[config.mk]
export PLATFORM = sky130hd
export DESIGN_NAME = tfn_sqrt
export DESIGN_NICKNAME = d
export VERILOG_FILES = /design/src/hdl/tfn_pkg.sv /design/src/hdl/tfn_sqrt.sv
export SDC_FILE = /design/constraint.sdc
export NUM_CORES = 2
export LEC_CHECK = 0
export BUFFER_PORTS_ARGS = -buffer_cell sky130_fd_sc_hd__buf_2
export CORE_AREA = 4 4 749 751
export DETAILED_ROUTE_END_ITERATION = 10
export DIE_AREA = 0 0 753 755
export PLACE_DENSITY = 0.52
export SLEW_MARGIN = 40
export SYNTH_ARGS = -nofsm -noshare
export SYNTH_HDL_FRONTEND = slang
export SYNTH_SLANG_ARGS = --single-unit
[constraint.sdc]
create_clock -name clk -period 5.4 [get_ports clk]
set_input_delay 0.54 -clock clk [delete_from_list [all_inputs] [get_ports clk]]
set_output_delay 0.54 -clock clk [all_outputs]
set_load 0.05 [all_outputs]
[src/hdl/tfn_pkg.sv]
// Shared types and fixed widths for the triangle face normal unit.
// No dependencies; imported by every module of the unit.
package tfn_pkg;

  localparam int NORM_BITS  = 24;  // width of normalised cross product magnitudes
  localparam int SQ_BITS    = 48;
  localparam int SUM_BITS   = 50;
  localparam int SUM_SHIFT  = 12;
  localparam int X_BITS     = SUM_BITS + SUM_SHIFT;
  localparam int ROOT_BITS  = 31;
  localparam int SQRT_STEPS = 31;
  localparam int FRAC_SHIFT = 21;
  localparam int NUM_BITS   = 46;
  localparam int DEN_BITS   = ROOT_BITS + 1;
  localparam int QUO_BITS   = 16;
  localparam int OUT_BITS   = 16;
  localparam logic [QUO_BITS-1:0] ONE_Q14 = QUO_BITS'(16384);

  typedef logic [2:0][NORM_BITS-1:0] mag_vec_t;
  typedef logic [2:0][QUO_BITS-1:0]  quo_vec_t;

  // Control that travels beside the payload from the sign and magnitude stage onward
  typedef struct packed {
    logic       valid;
    logic       degen;
    logic [2:0] neg;
  } tfn_ctl_t;

endpackage

[src/hdl/tfn_sqrt.sv]
// Pipelined integer square root, one result bit per stage.
// Depends on tfn_pkg; carries the control and magnitudes alongside.
module tfn_sqrt import tfn_pkg::*; (
  input  logic                 clk,
  input  logic                 rst,
  input  logic                 ce,
  input  tfn_ctl_t             in_ctl,
  input  mag_vec_t             in_m,
  input  logic [X_BITS-1:0]    in_x,
  output tfn_ctl_t             out_ctl,
  output mag_vec_t             out_m,
  output logic [ROOT_BITS-1:0] out_root
);

  localparam int RW = X_BITS + 1;

  tfn_ctl_t        cl [0:SQRT_STEPS];
  mag_vec_t        mm [0:SQRT_STEPS];
  logic [RW-1:0]   xr [0:SQRT_STEPS];
  logic [RW-1:0]   rs [0:SQRT_STEPS];

  assign cl[0] = in_ctl;
  assign mm[0] = in_m;
  assign xr[0] = RW'(in_x);
  assign rs[0] = '0;

  for (genvar s = 0; s < SQRT_STEPS; s++) begin : g_step
    localparam logic [RW-1:0] BIT = RW'(1) << (2 * (SQRT_STEPS - 1 - s));
    logic [RW-1:0] trial;
    assign trial = rs[s] + BIT;

    always_ff @(posedge clk) begin
      if (rst) begin
        cl[s+1] <= '0;
      end else if (ce) begin
        cl[s+1] <= cl[s];
      end
    end

    always_ff @(posedge clk) begin
      if (ce) begin
        mm[s+1] <= mm[s];
        if (xr[s] >= trial) begin
          xr[s+1] <= xr[s] - trial;
          rs[s+1] <= (rs[s] >> 1) + BIT;
        end else begin
          xr[s+1] <= xr[s];
          rs[s+1] <= rs[s] >> 1;
        end
      end
    end
  end

  assign out_ctl  = cl[SQRT_STEPS];
  assign out_m    = mm[SQRT_STEPS];
  assign out_root = rs[SQRT_STEPS][ROOT_BITS-1:0];

endmodule

==> run metrics <==
total track usage 0.1314; hold path endpoint xr[1906]; Hold WC Path Type in -> reg; R2R setup slack ~1100 ps; Final Hold Viols 0; Die X between 700 and 800 um; Final min period around 4300 ps; Max Freq between 0.2 and 0.25 GHz; layout cells sized above 1 0.09979; clk sinks 4,773; Slew Limit Fails 0; power consumption 93,480 uW; top cells by area, synth edfxtp_1, ha_1, xnor2_1; most used flip-flop cell after synthesis edfxtp_1; Synth top cells by count edfxtp_1, nor2_1, inv_1; hold slack final between 200 and 250 ps; Startpoint Class flop; Final #Nets roughly 13,000; Worst-Margin Slew 872.2 ps; GPL Wtd Cong ~0.9; dpl hpwl 271,100 um; Final TNS setup 0 ps; RSZ-0062 raised after global routing false; R2R depth 12; fin worst setup slack 1077 ps; pwr dens approximately 430 nW/um^2; number of vias in the routed layout approximately 97,000; CTS tree built; Initial Utilization 0.3389; count leader, synth edfxtp_1; slew margin rel. 0.4132; clk slew on worst S/H paths roughly 60 ps; num rows approximately 270; clk_lat worst skew around 1000 ps; post-synth top area share 0.7371; Post-synth ARST share 0; Layout area overhead 15.48%; Max Cap Viol 0; HP Start in_x[16]; initial DRC count about 6,100; vias per cell ~4.7; largest net degree at the start of global routing roughly 150; post-route cell area between 200,000 and 250,000 um^2; Synthesized Nets about 13,000; initial antenna violation count 9; Mapped Area roughly 190,000 um^2; DRC 0; die footprint 568,500 um^2; final WL about 380,000 um; worst setup path class reg -> reg; PortBufs around 250; Setup-failing EPs final 0; sequential fraction of the synthesis area 0.7536; Lkg Pwr between 0.07 and 0.08 uW; number of global-route vias before repair slightly below 100k; status complete, no violations; Post-DP Area ~200,000 um^2; Ys Warns 0; post-synth top area cell edfxtp_1; Routed Antenna Nets 0; WL per Instance 18.68 um; # IOs 250; Post-synth EDFFs roughly 4,600; Core ar. 555,000 um^2; Die Ht around 760 um; global-route wire length before repair 587,400 um; crit path capture type flop; drt first pass iters 5; Post-CTS Resized 0; Clock Skew around 97 ps; Final period util 0.8005; Max FO, Critical Path 55; worst vdd ir about 0.26 mV; FF-to-FF End xr[230]; Synth cell types roughly 100; RR Startpoint xr[267]; hold depth 2; FF+latch count, synth about 4,800; pre-CTS setup slack between 1000 and 1500 ps; Gate Count Post-Synth ~12,000; crit path DAT 5040 ps; grt total ovfl 0; Avg Cell Area, Syn 15.67 um^2; Clock Tree Buf Depth 4; H-tree depth 6; Worst EP required about 6100 ps; CTS buffer count 530; CTS root buf clkbuf_16
[layout by cell type, fill, tap and decap left out, drive strengths merged, types with 50 or more instances in the layout]
cell,count
edfxtp,4618
nor2,778
inv,675
clkbuf,673
nand2,602
a21oi,527
ha,525
xnor2,449
o21ai,431
xor2,404
buf,404
nor4,366
nor3,248
clkinv,212
a21o,208
mux2i,168
nand4,157
dfxtp,155
nand3,145
dlygate4sd3,145
or3,113
nand2b,107
o21a,102
or4,91
mux2,80
nor2b,62
a31oi,55
a211oi,50
[critical path: stages, from the launching register on]
cell      delay (ps)
edfxtp_1         390
ha_1             380
and3_1           240
a221o_1          340
a221oi_2         540
o221ai_1         400
a21oi_1          380
o21a_1           570
inv_2             70
buf_4            310
nand2_1          150
nor3_1            70
xor2_1           150
[power breakdown]
group          switching, uW  internal, uW
Combinational           7270          4710
Sequential              2200         44800
Clock                  14700         19800
Total                  24200         69300
[cells by family after synthesis]
| kind of cell | synth area share |
|---|---|
| AOI/OAI and AO/OA | 0.05638 |
| DFF | 0.7536 |
| and+or+nand+nor | 0.08079 |
| muxes | 0.01373 |
| adders and majority gates | 0.03492 |
| xor gates and xnor gates | 0.03971 |
| buffers and inverters | 0.02087 |
[worst max path at each step]
| stage | startpoint | to | slack (ps) | depth (start not counted) |
|---|---|---|---|---|
| floorplan | xr[219] | xr[184] | 2140 | 11 |
| global placement | xr[978] | xr[935] | 990 | 10 |
| detailed placement | xr[196] | xr[159] | 1070 | 9 |
| CTS | xr[196] | xr[159] | 1020 | 9 |
| global route | xr[265] | xr[238] | 870 | 12 |
| finish | xr[267] | xr[230] | 1080 | 12 |
[repair_timing]
action / in CTS / in global routing
endpoints found under the hold margin: 216 / 0
buffers inserted: 0 / 0
setup endpoints to repair: 0 / 0
hold buffers: 145 / 0
[registers in the layout, summed over array words and instances, names as in the netlist]
signal and count:
out_m 72, cl 150, mm 2160, out_ctl 5, xr 1890, out_root 31
rs 465
[area by class of cell]
type	instances	area [um^2]
antenna	11	27.53
clock buffer	673	14010
clock inverter	278	2825
fill	51052	337800
inverter	649	2436
multi-input combinational	6286	42630
sequential	4773	141800
tap	7314	9151
timing repair buffer	549	4404
[per-stage QoR]
| step | utilization | std cells |
|---|---|---|
| floorplan | - | 12007 |
| global placement | 0.3580 | 19423 |
| detailed placement | 0.3583 | 19425 |
| CTS | 0.3913 | 20521 |
| global route | 0.3914 | 20529 |
| finish | 0.3914 | 20533 |
[layer usage]
layer  vias up  GRT usage  share of wire
met3       812    0.01904          0.034
met2      1719     0.2429           0.53
li1      47218          -              -
met5         -          0              0
met1     46770     0.1480           0.39
met4         0    0.06332          0.049
(Power assumes the default switching activity.)
